[src/rtl/core/itp_pkg.sv]
// Package for the integer text parser: widths, character codes, parse phases,
// the per-text state record and the character classification functions.
// No dependencies.
`default_nettype none

package itp_pkg;

    localparam int MAX_CHARS = 256;
    localparam int POS_W     = $clog2(MAX_CHARS + 1);
    localparam int CHAR_W    = 8;
    localparam int RADIX_W   = 6;
    localparam int VALUE_W   = 32;
    localparam int OFFSET_W  = 9;
    localparam int DIGIT_W   = 7;
    localparam int WIDE_W    = VALUE_W + 8;
    localparam int PADDR_W   = 3;
    localparam int PDATA_W   = 32;

    localparam logic [PADDR_W-1:0] REG_RADIX_MODE = 3'd0;

    localparam logic [RADIX_W-1:0] RADIX_RESET   = 6'd10;
    localparam logic [RADIX_W-1:0] RADIX_DETECT  = 6'd0;
    localparam logic [RADIX_W-1:0] RADIX_ILLEGAL = 6'd1;
    localparam logic [RADIX_W-1:0] RADIX_OCT     = 6'd8;
    localparam logic [RADIX_W-1:0] RADIX_DEC     = 6'd10;
    localparam logic [RADIX_W-1:0] RADIX_HEX     = 6'd16;
    localparam logic [RADIX_W-1:0] RADIX_MAX     = 6'd36;

    localparam logic [CHAR_W-1:0] CH_NUL    = 8'd0;
    localparam logic [CHAR_W-1:0] CH_TAB    = 8'd9;
    localparam logic [CHAR_W-1:0] CH_CR     = 8'd13;
    localparam logic [CHAR_W-1:0] CH_SPACE  = 8'd32;
    localparam logic [CHAR_W-1:0] CH_PLUS   = 8'd43;
    localparam logic [CHAR_W-1:0] CH_MINUS  = 8'd45;
    localparam logic [CHAR_W-1:0] CH_ZERO   = 8'd48;
    localparam logic [CHAR_W-1:0] CH_NINE   = 8'd57;
    localparam logic [CHAR_W-1:0] CH_UP_A   = 8'd65;
    localparam logic [CHAR_W-1:0] CH_UP_X   = 8'd88;
    localparam logic [CHAR_W-1:0] CH_UP_Z   = 8'd90;
    localparam logic [CHAR_W-1:0] CH_LO_A   = 8'd97;
    localparam logic [CHAR_W-1:0] CH_LO_X   = 8'd120;
    localparam logic [CHAR_W-1:0] CH_LO_Z   = 8'd122;
    localparam logic [CHAR_W-1:0] UPPER_BIAS = 8'd55;
    localparam logic [CHAR_W-1:0] LOWER_BIAS = 8'd87;
    localparam logic [DIGIT_W-1:0] DIGIT_NONE = 7'd99;

    localparam logic signed [WIDE_W-1:0] WIDE_MAX = WIDE_W'(64'sd2147483647);
    localparam logic signed [WIDE_W-1:0] WIDE_MIN = WIDE_W'(-64'sd2147483648);

    typedef enum logic [2:0] {
        PH_WS     = 3'd0,
        PH_PREFIX = 3'd1,
        PH_AFTER0 = 3'd2,
        PH_DIGITS = 3'd3,
        PH_DONE   = 3'd4
    } t_phase;

    typedef struct packed {
        t_phase                     phase;
        logic                       neg;
        logic signed [VALUE_W-1:0]  acc;
        logic [POS_W-1:0]           pos;
        logic [RADIX_W-1:0]         radix;
        logic [CHAR_W-1:0]          prev;
        logic [POS_W-1:0]           endp;
    } t_parse_state;

    localparam t_parse_state ST_CLEAR = '{
        phase: PH_WS, neg: 1'b0, acc: '0, pos: '0, radix: '0, prev: '0, endp: '0
    };

    function automatic logic f_is_space(input logic [CHAR_W-1:0] c);
        return (c == CH_SPACE) || (c inside {[CH_TAB:CH_CR]});
    endfunction

    function automatic logic f_is_alnum(input logic [CHAR_W-1:0] c);
        return (c inside {[CH_ZERO:CH_NINE]}) || (c inside {[CH_UP_A:CH_UP_Z]})
            || (c inside {[CH_LO_A:CH_LO_Z]});
    endfunction

    function automatic logic [DIGIT_W-1:0] f_digit(input logic [CHAR_W-1:0] c);
        logic [CHAR_W-1:0] d;
        d = 8'd0;
        if (c inside {[CH_ZERO:CH_NINE]}) begin
            d = c - CH_ZERO;
        end else if (c inside {[CH_UP_A:CH_UP_Z]}) begin
            d = c - UPPER_BIAS;
        end else if (c inside {[CH_LO_A:CH_LO_Z]}) begin
            d = c - LOWER_BIAS;
        end else begin
            return DIGIT_NONE;
        end
        return d[DIGIT_W-1:0];
    endfunction

endpackage

`default_nettype wire

[src/rtl/core/itp_if.sv]
// Stream interfaces of the integer text parser: character beats in,
// result beats out. Depends on itp_pkg.
`default_nettype none

interface itp_char_if import itp_pkg::*; ();
    logic              valid;
    logic              ready;
    logic [CHAR_W-1:0] char_code;
    logic              is_last;

    modport source (output valid, output char_code, output is_last, input ready);
    modport sink   (input valid, input char_code, input is_last, output ready);
endinterface

interface itp_result_if import itp_pkg::*; ();
    logic                      valid;
    logic                      ready;
    logic signed [VALUE_W-1:0] parsed_value;
    logic [OFFSET_W-1:0]       end_offset;

    modport source (output valid, output parsed_value, output end_offset, input ready);
    modport sink   (input valid, input parsed_value, input end_offset, output ready);
endinterface

`default_nettype wire

[src/rtl/core/itp_cfg.sv]
// APB register block of the integer text parser: holds radix_mode.
// Depends on itp_pkg.
`default_nettype none

module itp_cfg import itp_pkg::*; (
    input  wire logic               i_clk,
    input  wire logic               i_rst_n,
    input  wire logic               psel,
    input  wire logic               penable,
    input  wire logic               pwrite,
    input  wire logic [PADDR_W-1:0] paddr,
    input  wire logic [PDATA_W-1:0] pwdata,
    output logic      [PDATA_W-1:0] prdata,
    output logic                    pready,
    output logic      [RADIX_W-1:0] o_radix_mode
);

    logic [RADIX_W-1:0] r_radix_mode;
    logic               wr_radix;

    assign pready   = 1'b1;
    assign wr_radix = psel && penable && pwrite && (paddr == REG_RADIX_MODE);

    always_ff @(posedge i_clk) begin
        if (!i_rst_n) begin
            r_radix_mode <= RADIX_RESET;
        end else if (wr_radix) begin
            r_radix_mode <= pwdata[RADIX_W-1:0];
        end
    end

    assign prdata       = (paddr == REG_RADIX_MODE) ? PDATA_W'(r_radix_mode) : '0;
    assign o_radix_mode = r_radix_mode;

endmodule

`default_nettype wire

[src/rtl/core/itp_step.sv]
// Per-character parse step: next text state, value and end offset for one
// character beat. Depends on itp_pkg.
`default_nettype none

module itp_step import itp_pkg::*; (
    input  wire t_parse_state         i_state,
    input  wire logic [CHAR_W-1:0]    i_char,
    input  wire logic                 i_last,
    input  wire logic [RADIX_W-1:0]   i_radix_mode,
    output t_parse_state              o_next,
    output logic signed [VALUE_W-1:0] o_value,
    output logic [OFFSET_W-1:0]       o_offset
);

    function automatic t_parse_state f_take(input t_parse_state s,
                                            input logic [CHAR_W-1:0] c);
        t_parse_state t;
        t      = s;
        t.endp = s.pos + 1'b1;
        t.prev = c;
        return t;
    endfunction

    function automatic t_parse_state f_finish(input t_parse_state s);
        t_parse_state t;
        t = s;
        if (s.phase != PH_DONE) begin
            if (s.radix == RADIX_HEX && (s.prev == CH_LO_X || s.prev == CH_UP_X)) begin
                t.endp = s.endp - 1'b1;
                t.prev = CH_ZERO;
            end
            t.phase = PH_DONE;
        end
        return t;
    endfunction

    always_comb begin : step
        t_parse_state              s;
        t_parse_state              fin;
        logic                      handled;
        logic [DIGIT_W-1:0]        dv;
        logic signed [WIDE_W-1:0]  v;

        s       = i_state;
        handled = 1'b0;
        dv      = f_digit(i_char);
        v       = '0;

        if (s.pos == '0) begin
            s.radix = i_radix_mode;
            if (i_radix_mode == RADIX_ILLEGAL || i_radix_mode > RADIX_MAX) begin
                s.phase = PH_DONE;
                s.radix = '0;
            end
        end

        if (s.phase != PH_DONE) begin
            if (i_char == CH_NUL || s.pos >= POS_W'(MAX_CHARS)) begin
                s = f_finish(s);
            end else begin
                if (s.phase == PH_WS) begin
                    if (f_is_space(i_char)) begin
                        s       = f_take(s, i_char);
                        handled = 1'b1;
                    end else begin
                        s.phase = PH_PREFIX;
                        if (i_char == CH_MINUS || i_char == CH_PLUS) begin
                            s.neg   = (i_char == CH_MINUS);
                            s       = f_take(s, i_char);
                            handled = 1'b1;
                        end
                    end
                end
                if (!handled && s.phase == PH_PREFIX) begin
                    if (i_char == CH_ZERO && (s.radix == RADIX_HEX || s.radix == RADIX_DETECT)) begin
                        s       = f_take(s, i_char);
                        s.phase = PH_AFTER0;
                        handled = 1'b1;
                    end else begin
                        if (s.radix == RADIX_DETECT) begin
                            s.radix = RADIX_DEC;
                        end
                        s.phase = PH_DIGITS;
                    end
                end
                if (!handled && s.phase == PH_AFTER0) begin
                    if (i_char == CH_LO_X || i_char == CH_UP_X) begin
                        s.radix = RADIX_HEX;
                        s       = f_take(s, i_char);
                        s.phase = PH_DIGITS;
                        handled = 1'b1;
                    end else begin
                        if (s.radix == RADIX_DETECT) begin
                            s.radix = RADIX_OCT;
                        end
                        s.phase = PH_DIGITS;
                    end
                end
                if (!handled && s.phase == PH_DIGITS) begin
                    if (dv < {1'b0, s.radix}) begin
                        v = WIDE_W'($signed(s.acc)) * WIDE_W'($signed({1'b0, s.radix}));
                        if (s.neg) begin
                            v = v - $signed(WIDE_W'(dv));
                        end else begin
                            v = v + $signed(WIDE_W'(dv));
                        end
                        if (v > WIDE_MAX) begin
                            v = WIDE_MAX;
                        end else if (v < WIDE_MIN) begin
                            v = WIDE_MIN;
                        end
                        s.acc = v[VALUE_W-1:0];
                        s     = f_take(s, i_char);
                    end else begin
                        s = f_finish(s);
                    end
                end
            end
        end

        if (s.pos < POS_W'(MAX_CHARS)) begin
            s.pos = s.pos + 1'b1;
        end

        fin      = f_finish(s);
        o_value  = fin.acc;
        o_offset = f_is_alnum(fin.prev) ? OFFSET_W'(fin.endp) : '0;

        if (i_last) begin
            o_next = ST_CLEAR;
        end else begin
            o_next = s;
        end
    end

endmodule

`default_nettype wire

[src/rtl/core/integer_text_parser_top.sv]
// Integer text parser, top level: character input register, text state with
// one parse step per beat, result register. Depends on itp_pkg, itp_if,
// itp_cfg and itp_step.
// Throughput: one character beat per cycle unless the input stalls. The result
// register loads from the input register's last beat, waiting only on an earlier result.
// The cycle is set by the multiply-accumulate in itp_step.
// Input stalls only while a last beat waits on an unaccepted result.
// Reset (synchronous, active low) clears the text state, empties both registers
// and sets radix_mode to 10.
`default_nettype none

module integer_text_parser_top import itp_pkg::*; (
    input  wire logic               i_clk,
    input  wire logic               i_rst_n,
    itp_char_if.sink                i_char,
    itp_result_if.source            o_result,
    input  wire logic               psel,
    input  wire logic               penable,
    input  wire logic               pwrite,
    input  wire logic [PADDR_W-1:0] paddr,
    input  wire logic [PDATA_W-1:0] pwdata,
    output logic      [PDATA_W-1:0] prdata,
    output logic                    pready
);

    logic [RADIX_W-1:0]        radix_mode;
    logic                      r_s1_valid;
    logic [CHAR_W-1:0]         r_s1_char;
    logic                      r_s1_last;
    t_parse_state              r_st;
    t_parse_state              n_st;
    logic signed [VALUE_W-1:0] n_value;
    logic [OFFSET_W-1:0]       n_offset;
    logic                      r_out_valid;
    logic signed [VALUE_W-1:0] r_out_value;
    logic [OFFSET_W-1:0]       r_out_offset;
    logic                      s1_adv;
    logic                      in_ready;
    logic                      in_fire;
    logic                      load_out;

    itp_cfg u_cfg (
        .i_clk        (i_clk),
        .i_rst_n      (i_rst_n),
        .psel         (psel),
        .penable      (penable),
        .pwrite       (pwrite),
        .paddr        (paddr),
        .pwdata       (pwdata),
        .prdata       (prdata),
        .pready       (pready),
        .o_radix_mode (radix_mode)
    );

    itp_step u_step (
        .i_state      (r_st),
        .i_char       (r_s1_char),
        .i_last       (r_s1_last),
        .i_radix_mode (radix_mode),
        .o_next       (n_st),
        .o_value      (n_value),
        .o_offset     (n_offset)
    );

    assign s1_adv   = r_s1_valid && (!r_s1_last || !r_out_valid || o_result.ready);
    assign in_ready = !r_s1_valid || s1_adv;
    assign in_fire  = i_char.valid && in_ready;
    assign load_out = s1_adv && r_s1_last;

    assign i_char.ready          = in_ready;
    assign o_result.valid        = r_out_valid;
    assign o_result.parsed_value = r_out_value;
    assign o_result.end_offset   = r_out_offset;

    always_ff @(posedge i_clk) begin
        if (!i_rst_n) begin
            r_s1_valid  <= 1'b0;
            r_out_valid <= 1'b0;
            r_st        <= ST_CLEAR;
        end else begin
            if (in_ready) begin
                r_s1_valid <= i_char.valid;
            end
            if (s1_adv) begin
                r_st <= n_st;
            end
            if (load_out) begin
                r_out_valid <= 1'b1;
            end else if (o_result.ready) begin
                r_out_valid <= 1'b0;
            end
        end
    end

    always_ff @(posedge i_clk) begin
        if (in_fire) begin
            r_s1_char <= i_char.char_code;
            r_s1_last <= i_char.is_last;
        end
        if (load_out) begin
            r_out_value  <= n_value;
            r_out_offset <= n_offset;
        end
    end

    a_clear_after_last: assert property (@(posedge i_clk) disable iff (!i_rst_n)
        load_out |=> (r_st.pos == '0 && r_st.phase == PH_WS))
        else $error("text state not cleared after last beat");

    a_pos_bound: assert property (@(posedge i_clk) disable iff (!i_rst_n)
        r_st.pos <= POS_W'(MAX_CHARS))
        else $error("position count beyond limit");

    a_out_source: assert property (@(posedge i_clk) disable iff (!i_rst_n)
        $rose(r_out_valid) |-> $past(load_out))
        else $error("result without a last beat");

    a_stall_cause: assert property (@(posedge i_clk) disable iff (!i_rst_n)
        !in_ready |-> (r_s1_valid && r_s1_last && r_out_valid))
        else $error("input stalled without a pending last beat");

endmodule

`default_nettype wire
[src/flat_wrapper.sv]
// flat-port wrapper written by rule: the top's interface ports become plain ports
module integer_text_parser_top_flat import itp_pkg::*;
  (i_clk, i_rst_n, psel, penable, pwrite, paddr, pwdata, prdata, pready, i_char_valid, i_char_char_code, i_char_is_last, i_char_ready, o_result_valid, o_result_parsed_value, o_result_end_offset, o_result_ready);
  itp_char_if i_char_i ();
  itp_result_if o_result_i ();
  input  wire logic i_clk;
  input  wire logic i_rst_n;
  input  wire logic psel;
  input  wire logic penable;
  input  wire logic pwrite;
  input  wire logic [PADDR_W-1:0] paddr;
  input  wire logic [PDATA_W-1:0] pwdata;
  output logic      [PDATA_W-1:0] prdata;
  output logic pready;
  input wire logic [$bits(i_char_i.valid)-1:0] i_char_valid;
  input wire logic [$bits(i_char_i.char_code)-1:0] i_char_char_code;
  input wire logic [$bits(i_char_i.is_last)-1:0] i_char_is_last;
  output wire logic [$bits(i_char_i.ready)-1:0] i_char_ready;
  output wire logic [$bits(o_result_i.valid)-1:0] o_result_valid;
  output wire logic [$bits(o_result_i.parsed_value)-1:0] o_result_parsed_value;
  output wire logic [$bits(o_result_i.end_offset)-1:0] o_result_end_offset;
  input wire logic [$bits(o_result_i.ready)-1:0] o_result_ready;
  assign i_char_i.valid = i_char_valid;
  assign i_char_i.char_code = i_char_char_code;
  assign i_char_i.is_last = i_char_is_last;
  assign i_char_ready = i_char_i.ready;
  assign o_result_valid = o_result_i.valid;
  assign o_result_parsed_value = o_result_i.parsed_value;
  assign o_result_end_offset = o_result_i.end_offset;
  assign o_result_i.ready = o_result_ready;
  integer_text_parser_top u_core (.i_clk(i_clk), .i_rst_n(i_rst_n), .i_char(i_char_i), .o_result(o_result_i), .psel(psel), .penable(penable), .pwrite(pwrite), .paddr(paddr), .pwdata(pwdata), .prdata(prdata), .pready(pready));
endmodule
[config.mk]
export PLATFORM = sky130hd
export DESIGN_NAME = integer_text_parser_top_flat
export DESIGN_NICKNAME = d
export VERILOG_FILES = /design/src/rtl/core/itp_pkg.sv /design/src/rtl/core/itp_if.sv /design/src/rtl/core/itp_cfg.sv /design/src/rtl/core/itp_step.sv /design/src/rtl/core/integer_text_parser_top.sv /design/src/flat_wrapper.sv
export SDC_FILE = /design/constraint.sdc
export NUM_CORES = 1
export LEC_CHECK = 0
export ABC_AREA = 1
export BUFFER_PORTS_ARGS = -buffer_cell sky130_fd_sc_hd__buf_2
export CORE_MARGIN = 2
export CORE_UTILIZATION = 31
export DETAILED_ROUTE_END_ITERATION = 12
export HOLD_SLACK_MARGIN = 0.08
export PLACE_DENSITY_LB_ADDON = 0.08
export SLEW_MARGIN = 20
export SYNTH_ARGS = -nofsm -noshare
export SYNTH_HDL_FRONTEND = slang
export SYNTH_SLANG_ARGS = --single-unit
[constraint.sdc]
create_clock -name i_clk -period 18.4 [get_ports i_clk]
set_input_delay 3.68 -clock i_clk [delete_from_list [all_inputs] [get_ports i_clk]]
set_output_delay 3.68 -clock i_clk [all_outputs]
set_load 0.02 [all_outputs]
==> flow_summary.ini <==
[outcome]
status = complete, no violations

[setup_path]
r2r_slack_ns = 6.51
crit_path_start_kind = flip-flop
cp_data_arrival_time_ns = 12.11
crit_slowest_cell = o21ai_2
worst-setup-path-type = flip-flop to flip-flop
max_stage_delay_ns = 0.57
crit_path_end_kind = flip-flop
r2r_end = u_core.o_result.parsed_value[4]
path_max_fanout = 36
required_ns = 18.62
rr_startpoint = u_core.r_s1_char[1]
worstRegToRegCells = 52

[drt]
drtAntennaViolNets = 0
wl_um = 54600
drc = 0
first_pass_iters = 5
vias = 15500
drtIter0Drc = 800
vias_per_cell = 4.88
wl_per_cell_um = 17.3

[synthesis]
synth.yosys.warnings = 0
syn_avg_cell_area_um2 = 7.08
syn-cell-area_mm2 = 0.0170
async_flop_share_pct = 0
ys_top_cells_by_area = fa_1 16%, nand2_1 12%, ha_1 10%
synth-xor-area-share_pct = 4.71
synth_compound_area_share_pct = 13.8
synth_largest_area_cell = fa_1
yosys.area_share.simple_pct = 27.0
synth_edf_count = 50
synthAdderAreaFrac_pct = 25.7
ys_ff_latch = 126
synthDistinctLibCells = 63
synth_seq_area_share_pct = 17.8
synthFlopType = dfxtp_1
netlist_instances = 2404
synth_top_family_by_area = simple AND/OR/NAND/NOR gates
synthDominantCellAreaShare_pct = 15.5
synth_mux_area_share_pct = 0

[timing]
fin_crit_sh_pct = 64.6
drv_slew = 0
fin_tns_setup_ns = 0
setup_violations = 0
relSlewSlack_pct = 31.1
fin_skew_ns = 0.0178
hold_ws_ns = 0.464
tightest_slew_ns = 1.02
hold_viol_final = 0
fin_crit_ns = 11.89
rsz0062_at_grt = false
max_freq_ghz = 0.0841

[global_route]
grt-ovfl-total = 0
grt_pass1_vias = 15900
grt_max_degree = 63
grt_util_all_layers_pct = 20.0
grt_pass1_wl_um = 87700
grt_antenna_before_repair = 0

[clock_tree]
htreeDepth = 4
clk_pin_slew_ns = 0.06
cts_tree = built
ctsHoldBuffers = 0
clockBufferDepth = 2
ctsResizeCount = 0
numCtsBuffers = 17
cts_root_buf = clkbuf_16
clk_latency_ns = 0.49
postCtsSetupRepairBufs = 0
cts.sinks = 126

[layout]
fill_cells = 5886
syn_to_final_growth_pct = 9.25
drive_gt1_share_pct = 9.64
final_area_mm2 = 0.0186
fin_nets = 2777
diodes = 0
post-route-util_pct = 34.4

[pwr]
intPower_mw = 0.563
switchingPower_mw = 0.348
combPwrFrac_pct = 28.6
power_per_cell_area_mw_per_mm2 = 49.0
seqPwrFrac_pct = 33.7
leakagePower_nw = 9.23
sw_frac_of_total_pct = 38.2
clkPwrFrac_pct = 37.8
peakVddDrop_v = 0.0000724

[placement]
finalWeightedCongestion = 0.853
placedInstanceArea_mm2 = 0.0180
dp_hpwl_um = 42400
port_buffers = 73

[worst_hold_path]
worstHoldPathCells = 2
hold_end = u_core.r_st[36]
worstHoldStart = u_core.r_st[36]
min_path_type = flip-flop to flip-flop

[floorplanning]
placementRows = 85
top_level_ports = 127
die_area_mm2 = 0.0568
core-area_mm2 = 0.0540
die_y_um = 238
initial_core_util_pct = 31.5
die_x_um = 238

[run]
drv_cap = 0
==> critical path: cells and delay by family, from the launching register on <==
family | cells | cell delay, ns
and+or+nand+nor | 22 | 2.76
DFF | 1 | 0.51
adders and majority gates | 7 | 3.08
buffers and inverters | 9 | 1.54
AOI/OAI and AO/OA | 12 | 3.45
xor gates and xnor gates | 2 | 0.29
==> state kept, by name, indices dropped and copies added (netlist names) <==
signal and flops:
u_core.u_cfg.o_radix_mode 6, u_core.o_result.parsed_value 32, u_core.r_st 68, u_core.r_s1_char 8, u_core.r_s1_valid 1, u_core.r_s1_last 1
u_core.o_result.valid 1, u_core.o_result.end_offset 9
==> how the worst max path moves through the flow <==
stage / from / endpoint / slack, ns / depth (start not counted)
6_report: u_core.r_s1_char[1] / u_core.o_result.parsed_value[4] / 6.51 / 52
2_1_floorplan: u_core.r_s1_char[1] / u_core.r_st[33] / 9.20 / 56
4_1_cts: u_core.r_s1_char[1] / u_core.o_result.parsed_value[4] / 6.43 / 52
3_3_place_gp: u_core.r_s1_char[5] / u_core.o_result.parsed_value[4] / 6.54 / 54
5_1_grt: u_core.r_s1_char[5] / u_core.o_result.parsed_value[4] / 5.39 / 54
3_5_place_dp: u_core.r_s1_char[1] / u_core.o_result.parsed_value[4] / 6.50 / 52
==> final cells by class <==
cell class / instances / area [um^2] / share of cell area, %
Clock buffer: 17 / 425 / 2.29
Clock inverter: 15 / 135 / 0.727
Inverter: 374 / 1410 / 7.57
Multi-Input combinational cell: 1848 / 12200 / 65.9
Sequential cell: 126 / 3020 / 16.3
Tap cell: 696 / 871 / 4.68
Timing Repair Buffer: 89 / 485 / 2.61
==> stage by stage <==
step	worst slack (ns)	power, mW	std cells
after CTS	6.43	0.927	3165
after floorplan	9.20	0.498	2429
final	6.51	0.911	3165
after global routing	5.39	0.964	3165
after global placement	6.54	0.574	3133
after detailed placement	6.50	0.574	3133
==> logic make-up (layout without fill, tap and decap cells) <==
group / count (synthesis) / in the layout
AND/OR/NAND/NOR: 1052 / 1052
XOR/XNOR: 89 / 89
buffers and inverters: 455 / 495
flip-flops: 126 / 126
AO/OA/AOI/OAI: 410 / 410
other: 2 / 27
adder cells (fa/ha/maj): 270 / 270
==> per-layer routing <==
metal / part of all wire, % / GRT usage, % / up-vias / wire length, um
met5: 0 / 0 / - / 0
met4: 2.4 / 6.55 / 0 / 1310
met3: 3.1 / 2.58 / 60 / 1670
met2: 49 / 35.2 / 263 / 27000
met1: 45 / 25.2 / 7379 / 24600
li1: - / - / 7753 / -
==> placed cells by master (no fill, tap or decap), types with 25 or more instances in the layout <==
| master | n |
|---|---|
| fa_1 | 132 |
| xnor2_1 | 31 |
| xor2_1 | 55 |
| nor2_1 | 294 |
| a21oi_1 | 194 |
| nand2_2 | 25 |
| conb_1 | 27 |
| edfxtp_1 | 50 |
| o21ai_0 | 102 |
| inv_1 | 351 |
| nand2_1 | 543 |
| buf_2 | 73 |
| dfxtp_1 | 76 |
| nand3_1 | 83 |
| a21boi_1 | 29 |
| ha_1 | 138 |
| nand4_1 | 27 |
==> power groups by stage <==
stage          sequential [mW]  combinational [mW]  clock [mW]
2_1_floorplan            0.315               0.183           0
3_3_place_gp             0.313               0.261           0
3_5_place_dp             0.313               0.261           0
4_1_cts                  0.307               0.263       0.358
5_1_grt                  0.307               0.290       0.367
6_report                 0.307               0.260       0.344
==> cell usage after synthesis (13+ instances only) <==
library cell / number
nand2_1: 544
inv_1: 352
nor2_1: 295
a21oi_1: 194
ha_1: 138
fa_1: 132
o21ai_0: 102
nand3_1: 83
dfxtp_1: 76
xor2_1: 55
edfxtp_1: 50
clkbuf_1: 33
xnor2_1: 31
a21boi_1: 29
buf_4: 28
nand4_1: 27
nand2_2: 24
inv_2: 20
nor3_1: 15
o21ai_1: 14
nor2_2: 13
(Power assumes the default switching activity.)
